## src/rtl/core/timestamp_ordered_frame_pool_unit_macros.svh

```systemverilog
// Assertion macros shared by the frame pool RTL.
`ifndef TIMESTAMP_ORDERED_FRAME_POOL_UNIT_MACROS_SVH
`define TIMESTAMP_ORDERED_FRAME_POOL_UNIT_MACROS_SVH

// Property that must hold at every clock edge out of reset.
`define TOFP_ASSERT(name, clk, rst_n, prop, msg) \
	name: assert property (@(posedge clk) disable iff (!rst_n) (prop)) else $error(msg);

// Condition that must hold in the cycle after a trigger.
`define TOFP_ASSERT_NEXT(name, clk, rst_n, pre, post, msg) \
	name: assert property (@(posedge clk) disable iff (!rst_n) (pre) |=> (post)) else $error(msg);

`endif

```

## src/rtl/core/tofp_pkg.sv

```systemverilog
package tofp_pkg;

	// Pool geometry
	localparam int SLOT_COUNT = 64;
	localparam int SLOT_W     = $clog2(SLOT_COUNT);
	localparam int CNT_W      = $clog2(SLOT_COUNT + 1);
	localparam int CMP_W      = (CNT_W > 7) ? CNT_W : 7;
	localparam int TIME_W     = 64;
	localparam logic [CNT_W-1:0] SCAN_END = CNT_W'(SLOT_COUNT);

	// Opcodes
	localparam logic [1:0] OP_CLAIM    = 2'd0;
	localparam logic [1:0] OP_COMPLETE = 2'd1;
	localparam logic [1:0] OP_PICK     = 2'd2;

	// Status codes
	localparam logic [1:0] ST_OK   = 2'd0;
	localparam logic [1:0] ST_WAIT = 2'd1;
	localparam logic [1:0] ST_END  = 2'd2;

	// Register map
	localparam int          PADDR_W         = 3;
	localparam logic        REG_MIN_READY   = 1'b0;
	localparam logic [6:0]  MIN_READY_RESET = 7'd10;

	// Slot number to the 6-bit result field (low bits, zero filled)
	function automatic logic [5:0] slot_field(input logic [SLOT_W-1:0] s);
		logic [5:0] r;
		r = '0;
		for (int i = 0; i < 6; i++) begin
			if (i < SLOT_W) begin
				r[i] = s[i];
			end
		end
		return r;
	endfunction

	// 6-bit request index to a slot address
	function automatic logic [SLOT_W-1:0] slot_addr(input logic [5:0] s);
		logic [SLOT_W-1:0] r;
		r = '0;
		for (int i = 0; i < SLOT_W; i++) begin
			if (i < 6) begin
				r[i] = s[i];
			end
		end
		return r;
	endfunction

	function automatic logic slot_in_range(input logic [5:0] s);
		return int'(s) < SLOT_COUNT;
	endfunction

	// Ready count saturated to the 7-bit output field
	function automatic logic [6:0] sat_count(input logic [CNT_W-1:0] c);
		logic [CMP_W-1:0] w;
		w = CMP_W'(c);
		return (w > CMP_W'(127)) ? 7'd127 : w[6:0];
	endfunction

endpackage

```

## src/rtl/core/tofp_if.sv

```systemverilog
// Request channel
interface tofp_req_if;
	logic                        valid;
	logic                        ready;
	logic [1:0]                  opcode;
	logic [5:0]                  slot_index;
	logic [tofp_pkg::TIME_W-1:0] frame_time;
	logic [tofp_pkg::TIME_W-1:0] current_time;
	logic                        decoding_active;

	modport source (output valid, opcode, slot_index, frame_time, current_time,
		decoding_active, input ready);
	modport sink (input valid, opcode, slot_index, frame_time, current_time,
		decoding_active, output ready);
endinterface

// Result channel
interface tofp_rsp_if;
	logic       valid;
	logic       ready;
	logic [5:0] result_slot;
	logic [1:0] status;
	logic [6:0] ready_count;

	modport source (output valid, result_slot, status, ready_count, input ready);
	modport sink (input valid, result_slot, status, ready_count, output ready);
endinterface

```

## src/rtl/core/tofp_ram.sv

```systemverilog
// Simple dual-port RAM, one write and one registered read
module tofp_ram #(
	parameter int WIDTH = 64,
	parameter int DEPTH = 64
) (
	input  logic                     clk,
	input  logic                     we,
	input  logic [$clog2(DEPTH)-1:0] waddr,
	input  logic [WIDTH-1:0]         wdata,
	input  logic [$clog2(DEPTH)-1:0] raddr,
	output logic [WIDTH-1:0]         rdata
);

	logic [WIDTH-1:0] mem_q [DEPTH];

	always_ff @(posedge clk) begin
		if (we) begin
			mem_q[waddr] <= wdata;
		end
		rdata <= mem_q[raddr];
	end

endmodule

```

## src/rtl/core/timestamp_ordered_frame_pool_unit.sv

```systemverilog
// Complete and no-op requests go straight to S_FIN; a claim scans the slots in order until one
// is free or stale or the pool ends, and a pick scans the whole pool, then both go to S_FIN.
// From S_FIN the result is staged into the output register once it is free of the last result.
// Throughput: one request at a time; the next is taken only after the result is staged.
// Reset (arst_n low, asynchronous) clears all done flags and sets min_ready_frames to 10;
// slot times are not cleared and are only used for slots marked done.
`include "timestamp_ordered_frame_pool_unit_macros.svh"

module timestamp_ordered_frame_pool_unit (
	input  logic                           clk,
	input  logic                           arst_n,
	tofp_req_if.sink                       req,
	tofp_rsp_if.source                     rsp,
	input  logic                           psel,
	input  logic                           penable,
	input  logic                           pwrite,
	input  logic [tofp_pkg::PADDR_W-1:0]   paddr,
	input  logic [31:0]                    pwdata,
	output logic [31:0]                    prdata,
	output logic                           pready
);

	localparam logic [1:0] S_IDLE = 2'd0;
	localparam logic [1:0] S_SCAN = 2'd1;
	localparam logic [1:0] S_FIN  = 2'd2;

	logic [1:0]                           state_q;
	logic [6:0]                           min_ready_q;
	logic [tofp_pkg::SLOT_COUNT-1:0]      done_q;

	// Latched request
	logic [1:0]                           op_q;
	logic [tofp_pkg::TIME_W-1:0]          now_q;
	logic                                 active_q;

	// Scan sequencer
	logic [tofp_pkg::CNT_W-1:0]           cnt_q;
	logic                                 vld_s1;
	logic [tofp_pkg::SLOT_W-1:0]          idx_s1;
	logic [tofp_pkg::CNT_W-1:0]           count_q;
	logic                                 found_q;
	logic [tofp_pkg::SLOT_W-1:0]          best_q;
	logic [tofp_pkg::TIME_W-1:0]          best_time_q;

	// Pending result and output register
	logic [5:0]                           res_slot_q;
	logic [1:0]                           res_status_q;
	logic [6:0]                           res_count_q;
	logic                                 out_valid_q;
	logic [5:0]                           out_slot_q;
	logic [1:0]                           out_status_q;
	logic [6:0]                           out_count_q;

	logic                                 req_take;
	logic                                 ram_we;
	logic [tofp_pkg::SLOT_W-1:0]          ram_waddr;
	logic [tofp_pkg::TIME_W-1:0]          rd_time;
	logic                                 lt_now;
	logic                                 lt_best;
	logic                                 done_s1;
	logic                                 claim_hit;
	logic                                 pick_hit;
	logic                                 scan_last;
	logic                                 out_free;
	logic                                 cfg_wr;
	logic [tofp_pkg::CMP_W-1:0]           count_ext;
	logic [tofp_pkg::CMP_W-1:0]           min_ext;

	// Handshakes
	assign req.ready = (state_q == S_IDLE);
	assign req_take  = req.valid && req.ready;
	assign out_free  = !out_valid_q || rsp.ready;

	assign rsp.valid       = out_valid_q;
	assign rsp.result_slot = out_slot_q;
	assign rsp.status      = out_status_q;
	assign rsp.ready_count = out_count_q;

	// Config port
	assign pready = 1'b1;
	assign cfg_wr = psel && penable && pwrite && pready &&
		(paddr[2] == tofp_pkg::REG_MIN_READY);
	assign prdata = (paddr[2] == tofp_pkg::REG_MIN_READY) ? {25'd0, min_ready_q} : 32'd0;

	always_ff @(posedge clk or negedge arst_n) begin
		if (!arst_n) begin
			min_ready_q <= tofp_pkg::MIN_READY_RESET;
		end else if (cfg_wr) begin
			min_ready_q <= pwdata[6:0];
		end
	end

	// Slot time store, written on complete, swept on claim and pick
	assign ram_waddr = tofp_pkg::slot_addr(req.slot_index);
	assign ram_we    = req_take && (req.opcode == tofp_pkg::OP_COMPLETE) &&
		tofp_pkg::slot_in_range(req.slot_index);

	tofp_ram #(
		.WIDTH (tofp_pkg::TIME_W),
		.DEPTH (tofp_pkg::SLOT_COUNT)
	) u_time_ram (
		.clk   (clk),
		.we    (ram_we),
		.waddr (ram_waddr),
		.wdata (req.frame_time),
		.raddr (cnt_q[tofp_pkg::SLOT_W-1:0]),
		.rdata (rd_time)
	);

	// Shared compare unit on the slot just read
	assign lt_now    = rd_time < now_q;
	assign lt_best   = rd_time < best_time_q;
	assign done_s1   = done_q[idx_s1];
	assign claim_hit = vld_s1 && (op_q == tofp_pkg::OP_CLAIM) && (!done_s1 || lt_now);
	assign pick_hit  = vld_s1 && (op_q == tofp_pkg::OP_PICK) && done_s1 && !lt_now;
	assign scan_last = (cnt_q == tofp_pkg::SCAN_END) && !vld_s1;

	assign count_ext = tofp_pkg::CMP_W'(count_q);
	assign min_ext   = tofp_pkg::CMP_W'(min_ready_q);

	// Control: sequencer, done flags, scan accumulators
	always_ff @(posedge clk or negedge arst_n) begin
		if (!arst_n) begin
			state_q     <= S_IDLE;
			done_q      <= '0;
			cnt_q       <= '0;
			vld_s1      <= 1'b0;
			count_q     <= '0;
			found_q     <= 1'b0;
			out_valid_q <= 1'b0;
		end else begin
			if (ram_we) begin
				done_q[ram_waddr] <= 1'b1;
			end
			// result taken; a new one loaded in S_FIN keeps valid high
			if (out_valid_q && rsp.ready && state_q != S_FIN) begin
				out_valid_q <= 1'b0;
			end
			case (state_q)
				S_IDLE: begin
					if (req_take) begin
						cnt_q   <= '0;
						vld_s1  <= 1'b0;
						count_q <= '0;
						found_q <= 1'b0;
						if (req.opcode == tofp_pkg::OP_CLAIM ||
							req.opcode == tofp_pkg::OP_PICK) begin
							state_q <= S_SCAN;
						end else begin
							state_q <= S_FIN;
						end
					end
				end
				S_SCAN: begin
					// issue one read per cycle
					if (cnt_q != tofp_pkg::SCAN_END) begin
						cnt_q  <= cnt_q + 1'b1;
						vld_s1 <= 1'b1;
					end else begin
						vld_s1 <= 1'b0;
					end
					if (claim_hit) begin
						done_q[idx_s1] <= 1'b0;
						state_q        <= S_FIN;
					end else if (scan_last) begin
						state_q <= S_FIN;
					end
					if (pick_hit) begin
						count_q <= count_q + 1'b1;
						if (!found_q || lt_best) begin
							found_q <= 1'b1;
						end
					end
				end
				S_FIN: begin
					if (out_free) begin
						out_valid_q <= 1'b1;
						state_q     <= S_IDLE;
					end
				end
				default: begin
					state_q <= S_IDLE;
				end
			endcase
		end
	end

	// Payload: request latch, best slot, result staging
	always_ff @(posedge clk) begin
		if (req_take) begin
			op_q     <= req.opcode;
			now_q    <= req.current_time;
			active_q <= req.decoding_active;
			if (req.opcode == tofp_pkg::OP_COMPLETE &&
				tofp_pkg::slot_in_range(req.slot_index)) begin
				res_slot_q   <= req.slot_index;
				res_status_q <= tofp_pkg::ST_OK;
			end else begin
				res_slot_q   <= 6'd0;
				res_status_q <= tofp_pkg::ST_WAIT;
			end
			res_count_q <= 7'd0;
		end
		if (state_q == S_SCAN) begin
			idx_s1 <= cnt_q[tofp_pkg::SLOT_W-1:0];
		end
		if (pick_hit && (!found_q || lt_best)) begin
			best_q      <= idx_s1;
			best_time_q <= rd_time;
		end
		// scan outcome
		if (state_q == S_SCAN) begin
			if (claim_hit) begin
				res_slot_q   <= tofp_pkg::slot_field(idx_s1);
				res_status_q <= tofp_pkg::ST_OK;
				res_count_q  <= 7'd0;
			end else if (scan_last && op_q == tofp_pkg::OP_CLAIM) begin
				res_slot_q   <= 6'd0;
				res_status_q <= tofp_pkg::ST_WAIT;
				res_count_q  <= 7'd0;
			end else if (scan_last) begin
				if (count_q == '0 && !active_q) begin
					res_slot_q   <= 6'd0;
					res_status_q <= tofp_pkg::ST_END;
					res_count_q  <= 7'd0;
				end else if (count_ext < min_ext || !found_q) begin
					res_slot_q   <= 6'd0;
					res_status_q <= tofp_pkg::ST_WAIT;
					res_count_q  <= tofp_pkg::sat_count(count_q);
				end else begin
					res_slot_q   <= tofp_pkg::slot_field(best_q);
					res_status_q <= tofp_pkg::ST_OK;
					res_count_q  <= tofp_pkg::sat_count(count_q);
				end
			end
		end
		if (state_q == S_FIN && out_free) begin
			out_slot_q   <= res_slot_q;
			out_status_q <= res_status_q;
			out_count_q  <= res_count_q;
		end
	end

	`TOFP_ASSERT_NEXT(a_take_busy, clk, arst_n, req.valid && req.ready, state_q != S_IDLE,
		"request taken but sequencer idle")
	`TOFP_ASSERT(a_cnt_bound, clk, arst_n, cnt_q <= tofp_pkg::SCAN_END,
		"scan counter past pool")
	`TOFP_ASSERT(a_end_clean, clk, arst_n,
		!(rsp.valid && rsp.status == tofp_pkg::ST_END) ||
		(rsp.ready_count == 7'd0 && rsp.result_slot == 6'd0),
		"end result carries data")
	`TOFP_ASSERT(a_pick_enough, clk, arst_n,
		!(rsp.valid && rsp.status == tofp_pkg::ST_OK && rsp.ready_count != 7'd0) ||
		rsp.ready_count >= min_ready_q,
		"pick returned below threshold")

endmodule

```

## src/flat_wrapper.sv

```systemverilog
// flat-port wrapper written by rule: the top's interface ports become plain ports
module timestamp_ordered_frame_pool_unit_flat 
  (clk, arst_n, psel, penable, pwrite, paddr, pwdata, prdata, pready, req_valid, req_opcode, req_slot_index, req_frame_time, req_current_time, req_decoding_active, req_ready, rsp_valid, rsp_result_slot, rsp_status, rsp_ready_count, rsp_ready);
  tofp_req_if req_i ();
  tofp_rsp_if rsp_i ();
  input  logic clk;
  input  logic arst_n;
  input  logic psel;
  input  logic penable;
  input  logic pwrite;
  input  logic [tofp_pkg::PADDR_W-1:0] paddr;
  input  logic [31:0] pwdata;
  output logic [31:0] prdata;
  output logic pready;
  input wire logic [$bits(req_i.valid)-1:0] req_valid;
  input wire logic [$bits(req_i.opcode)-1:0] req_opcode;
  input wire logic [$bits(req_i.slot_index)-1:0] req_slot_index;
  input wire logic [$bits(req_i.frame_time)-1:0] req_frame_time;
  input wire logic [$bits(req_i.current_time)-1:0] req_current_time;
  input wire logic [$bits(req_i.decoding_active)-1:0] req_decoding_active;
  output wire logic [$bits(req_i.ready)-1:0] req_ready;
  output wire logic [$bits(rsp_i.valid)-1:0] rsp_valid;
  output wire logic [$bits(rsp_i.result_slot)-1:0] rsp_result_slot;
  output wire logic [$bits(rsp_i.status)-1:0] rsp_status;
  output wire logic [$bits(rsp_i.ready_count)-1:0] rsp_ready_count;
  input wire logic [$bits(rsp_i.ready)-1:0] rsp_ready;
  assign req_i.valid = req_valid;
  assign req_i.opcode = req_opcode;
  assign req_i.slot_index = req_slot_index;
  assign req_i.frame_time = req_frame_time;
  assign req_i.current_time = req_current_time;
  assign req_i.decoding_active = req_decoding_active;
  assign req_ready = req_i.ready;
  assign rsp_valid = rsp_i.valid;
  assign rsp_result_slot = rsp_i.result_slot;
  assign rsp_status = rsp_i.status;
  assign rsp_ready_count = rsp_i.ready_count;
  assign rsp_i.ready = rsp_ready;
  timestamp_ordered_frame_pool_unit u_core (.clk(clk), .arst_n(arst_n), .req(req_i), .rsp(rsp_i), .psel(psel), .penable(penable), .pwrite(pwrite), .paddr(paddr), .pwdata(pwdata), .prdata(prdata), .pready(pready));
endmodule
```

## config.mk

```make
export PLATFORM = sky130hd
export DESIGN_NAME = timestamp_ordered_frame_pool_unit_flat
export DESIGN_NICKNAME = d
export VERILOG_FILES = /design/src/rtl/core/tofp_pkg.sv /design/src/rtl/core/tofp_if.sv /design/src/rtl/core/tofp_ram.sv /design/src/rtl/core/timestamp_ordered_frame_pool_unit.sv /design/src/flat_wrapper.sv
export VERILOG_INCLUDE_DIRS = /design/src /design/src/rtl/core
export SDC_FILE = /design/constraint.sdc
export NUM_CORES = 2
export LEC_CHECK = 0
export ABC_AREA = 0
export BUFFER_PORTS_ARGS = -buffer_cell sky130_fd_sc_hd__clkbuf_2
export CAP_MARGIN = 10
export CORE_MARGIN = 4
export CORE_UTILIZATION = 62
export CTS_CLUSTER_DIAMETER = 60
export DETAILED_ROUTE_END_ITERATION = 7
export PLACE_DENSITY_LB_ADDON = 0.1
export SYNTH_ARGS = -nofsm -noshare
export SYNTH_HDL_FRONTEND = slang
export SYNTH_SLANG_ARGS = --single-unit
export TNS_END_PERCENT = 10
```

## constraint.sdc

```tcl
create_clock -name clk -period 7.7 [get_ports clk]
set_input_delay 0.385 -clock clk [delete_from_list [all_inputs] [get_ports clk]]
set_output_delay 0.385 -clock clk [all_outputs]
set_load 0.02 [all_outputs]
```

==> summary.txt <==
Status
  • Result of the run: completed

Critical path
  • Critical Path Source: u_core.u_time_ram.rdata[26]
  • Capturing instance or port of the critical path: u_core.best_time_q[29]
  • Slowest stage delay, CP: 0.86 ns
  • Required time reported for the critical path endpoint: 8.27 ns
  • Number of cell instances on the worst register-to-register path: 12
  • Startpoint-to-endpoint class of the critical path: reg -> reg
  • FF-to-FF End: u_core.best_time_q[29]
  • Critical path cell sequence: ha_1 > nand4_1 > nor4_1 > nand4_1 > a211oi_1 > o31ai_2 > buf_4 > a31oi_2 > nand3_1 > a211o_1 > a21oi_4 > buf_4
  • Critical path arrival: 6.56 ns
  • Crit-path slowest cell: sky130_fd_sc_hd__nor4_1
  • Critical path endpoint category: flop
  • Critical path startpoint category: flop
  • Register-to-register setup slack: 1.71 ns
  • Worst-path maximum fanout: 46
  • RR Startpoint: u_core.u_time_ram.rdata[26]

Drt
  • Number of vias per cell: 7.06
  • Routed vias: 81761
  • Number of routed nets with antenna violations: 0
  • Wire length on met2: 216 mm
  • Detailed-route wire length per cell: 38.6 um
  • Detailed Route Iter0 Violations: 12315
  • Total length of routed wires: 447 mm
  • Met3 wirelength from detailed routing: 48.8 mm
  • Routed metal-1 wire length: 163 mm
  • DR pass1 iterations: 6
  • Post-route DRC violation count: 0
  • Top layer reached by signal wires: met5

STA
  • Clock skew: 0.0500 ns
  • Headroom to the max-slew limit: 10.7%
  • Final worst slack: 1.71 ns
  • Min Clock Period, post-route: 5.99 ns
  • Count of final hold-check violations: 0
  • Period Utilization, post-route: 77.9%
  • Post-Route Hold Slack: 0.0402 ns
  • RSZ-0062 raised after global routing: no
  • Slew at the pin with the worst max-slew slack: 1.34 ns
  • Final Max Tran Viols: 0
  • Highest Clock Rate: 0.167 GHz
  • Final TNS setup: 0 ns
  • Final setup violation count: 0

Yosys
  • Prevailing post-synth register cell: sky130_fd_sc_hd__edfxtp_1
  • Number of synthesis warnings: 0
  • Proportion of synthesized flip-flops having asynchronous set or reset: 2.03%
  • Average footprint of a synthesized cell: 24.0 sq um
  • Netlist area before placement: 169000 sq um
  • Gate Count Post-Synth: 7051
  • Number of synthesized register bits: 4423
  • Netlist cell types: 65
  • Number of flops mapped to enable cells by yosys: 4254
  • Seq/Total Area, Yosys: 77.7%

Final layout
  • NumNets Final: 7948
  • Layout overhead on the synthesized area: 13.0%
  • Final core utilization: 70.6%
  • Post-route insts no fill: 11585
  • Highest-count cells in the layout ignoring fill and taps: 4254 x sky130_fd_sc_hd__edfxtp_1, 1351 x sky130_fd_sc_hd__mux4_2, 440 x sky130_fd_sc_hd__clkbuf_16
  • Share of final-layout standard cells stronger than drive strength 1: 30.8%
  • Cell area after layout: 191000 sq um
  • Leading cell type in the layout, fill and taps excluded: sky130_fd_sc_hd__edfxtp_1
  • Fill count: 15604

CTS
  • Maximum level of the CTS H-tree: 5
  • Num Clock Sinks: 4423
  • Root Buffer: sky130_fd_sc_hd__clkbuf_16
  • Clock Path Buffers: 4
  • Source-to-sink clock delay at the later pin of the worst-skew pair: 0.97 ns
  • Number of buffers added for setup after CTS: 0
  • Clock-pin transition on the worst setup and hold timing paths: 0.06 ns
  • TritonCTS Buffers: 434
  • Clock tree from TritonCTS: yes

Floorplan
  • Number of placement rows: 191
  • Die ar.: 282000 sq um
  • Height of the chip: 531 um
  • Width of the die: 531 um
  • Core Area: 271000 sq um
  • Starting density of the core: 62.4%
  • Number of placed I/O pins: 229

Placement
  • Placed cells: 10664
  • Placed instance area: 176000 sq um
  • Placer congestion estimate: 0.846
  • Pre-CTS worst setup slack: 1.86 ns
  • Half-perimeter wire length after placement: 230 mm
  • Port buffer count: 175

Power and ir drop
  • Fraction of power spent switching nets: 25.4%
  • Cell Int Power: 44.8 mW
  • Switching power: 15.3 mW
  • Cell Pwr Density: 314 nW/um^2
  • Combinational cell fraction of total power: 19.5%
  • Fraction of power consumed by the clock network: 34.9%
  • Leakage power of the design: 60.2 nW
  • Total power after layout: 60.2 mW
  • Sequential Power Share: 45.6%
  • Largest voltage drop on the vdd net: 0.337 mV

Global route
  • Initial antenna violation count: 30
  • Largest net degree at the start of global routing: 113
  • Global-route wire length before repair: 626 mm
  • Via count of the first global-routing pass: 80479
  • Overflow after GRT: 0
  • Global router's overall resource usage: 32.2%

Min path
  • Tightest Hold Check Type: in -> reg
  • Startpoint of the lowest-slack hold path: req_frame_time[32]

Flow run
  • Max-cap check violation count: 0
## kinds of logic (layout without fill, tap and decap cells)
group                      count (synthesis)  count (layout)  share of synthesized area, %
other                                      2              36                       0.00443
adders and majority gates                136             136                          1.00
DFF                                     4423            4423                          77.7
xor gates and xnor gates                   5               5                        0.0259
buffers and inverters                    514            1444                          1.23
and+or+nand+nor                          366             366                          1.01
AOI/OAI and AO/OA                        232             232                         0.903
muxes                                   1373            1373                          18.1
## synthesized netlist by cell type (all sizes together) (5+ instances only)
master,number,area [sq um]
edfxtp,4254,128000
mux4,1354,30500
clkbuf,213,800
nor2,169,644
buf,153,731
inv,148,556
ha,136,1700
dfrtp,88,2200
dfxtp,79,1580
a31oi,71,450
nand2,62,233
a21oi,40,200
o21ai,34,170
nand4,27,169
nand3,22,115
a21o,21,158
nor3,15,75.1
nand2b,13,81.3
nor2b,11,68.8
and3,10,62.6
mux2,10,113
mux2i,9,90.1
nor4,9,56.3
a221o,8,80.1
a22o,8,70.1
a211oi,7,52.6
o211ai,6,45.0
and2,5,33.8
nand3b,5,37.5
xor2,5,43.8
## cell type report
class / count / area, sq um / area share, %
antenna: 10 / 25.0 / 0.0131
clock buffer: 560 / 11600 / 6.06
clock inverter: 248 / 2580 / 1.35
inverter: 148 / 558 / 0.291
multi-input combinational: 2138 / 36300 / 19.0
sequential: 4423 / 132000 / 68.7
tap: 3570 / 4470 / 2.33
timing repair buffer: 488 / 4330 / 2.26
## worst min-delay path by stage
stage | cells past startpoint | slack, ns | to
detailed placement | 1 | 0.32 | u_core.vld_s1
CTS | 3 | 0.00006 | u_core.min_ext[2]
finish | 1 | 0.04 | u_core.u_time_ram.mem_q[6][32]
global placement | 1 | 0.31 | u_core.min_ext[2]
global route | 1 | 0.06 | u_core.u_time_ram.mem_q[0][32]
floorplan | 0 | 0.09 | u_core.cnt_q[0]
## registers in the layout (all words and copies together), names as in the netlist, 6 cells and up
name	cells
u_core.res_slot_q	6
u_core.u_time_ram.rdata	64
u_core.res_count_q	7
u_core.idx_s1	6
u_core.min_ext	7
u_core.done_q	64
u_core.best_time_q	64
u_core.best_q	6
u_core.cnt_q	7
u_core.count_ext	7
u_core.rsp.ready_count	7
u_core.rsp.result_slot	6
u_core.u_time_ram.mem_q	4096
u_core.now_q	64
## power by group through the flow
stage                     registers [mW]  logic, mW  clock network [mW]
after floorplan                     27.6       8.49                   0
after global placement              27.9       11.6                   0
after detailed placement            27.9       11.8                   0
after CTS                           27.4       11.9                21.2
after global routing                27.4       12.5                22.3
final                               27.4       11.8                21.0
## timing repair
item | CTS | global route
gates resized for setup | 0 | 0
hold endpoints to repair | 171 | 46
hold buffers | 86 | 5
## worst max-delay path: cells and delay by family (launching register included)
family,cells,cell delay (ns)
buffers and inverters,2,0.91
flip-flops,1,0.34
AO/OA/AOI/OAI,5,1.95
AND/OR/NAND/NOR,4,1.96
adder cells (fa/ha/maj),1,0.33
## layer usage
| layer | GRT usage [%] | vias to the layer above |
|---|---|---|
| li1 | - | 31418 |
| met1 | 46.6 | 44032 |
| met2 | 50.4 | 5346 |
| met3 | 5.90 | 957 |
| met4 | 11.9 | 8 |
| met5 | 0 | - |
(Power assumes the default switching activity.)
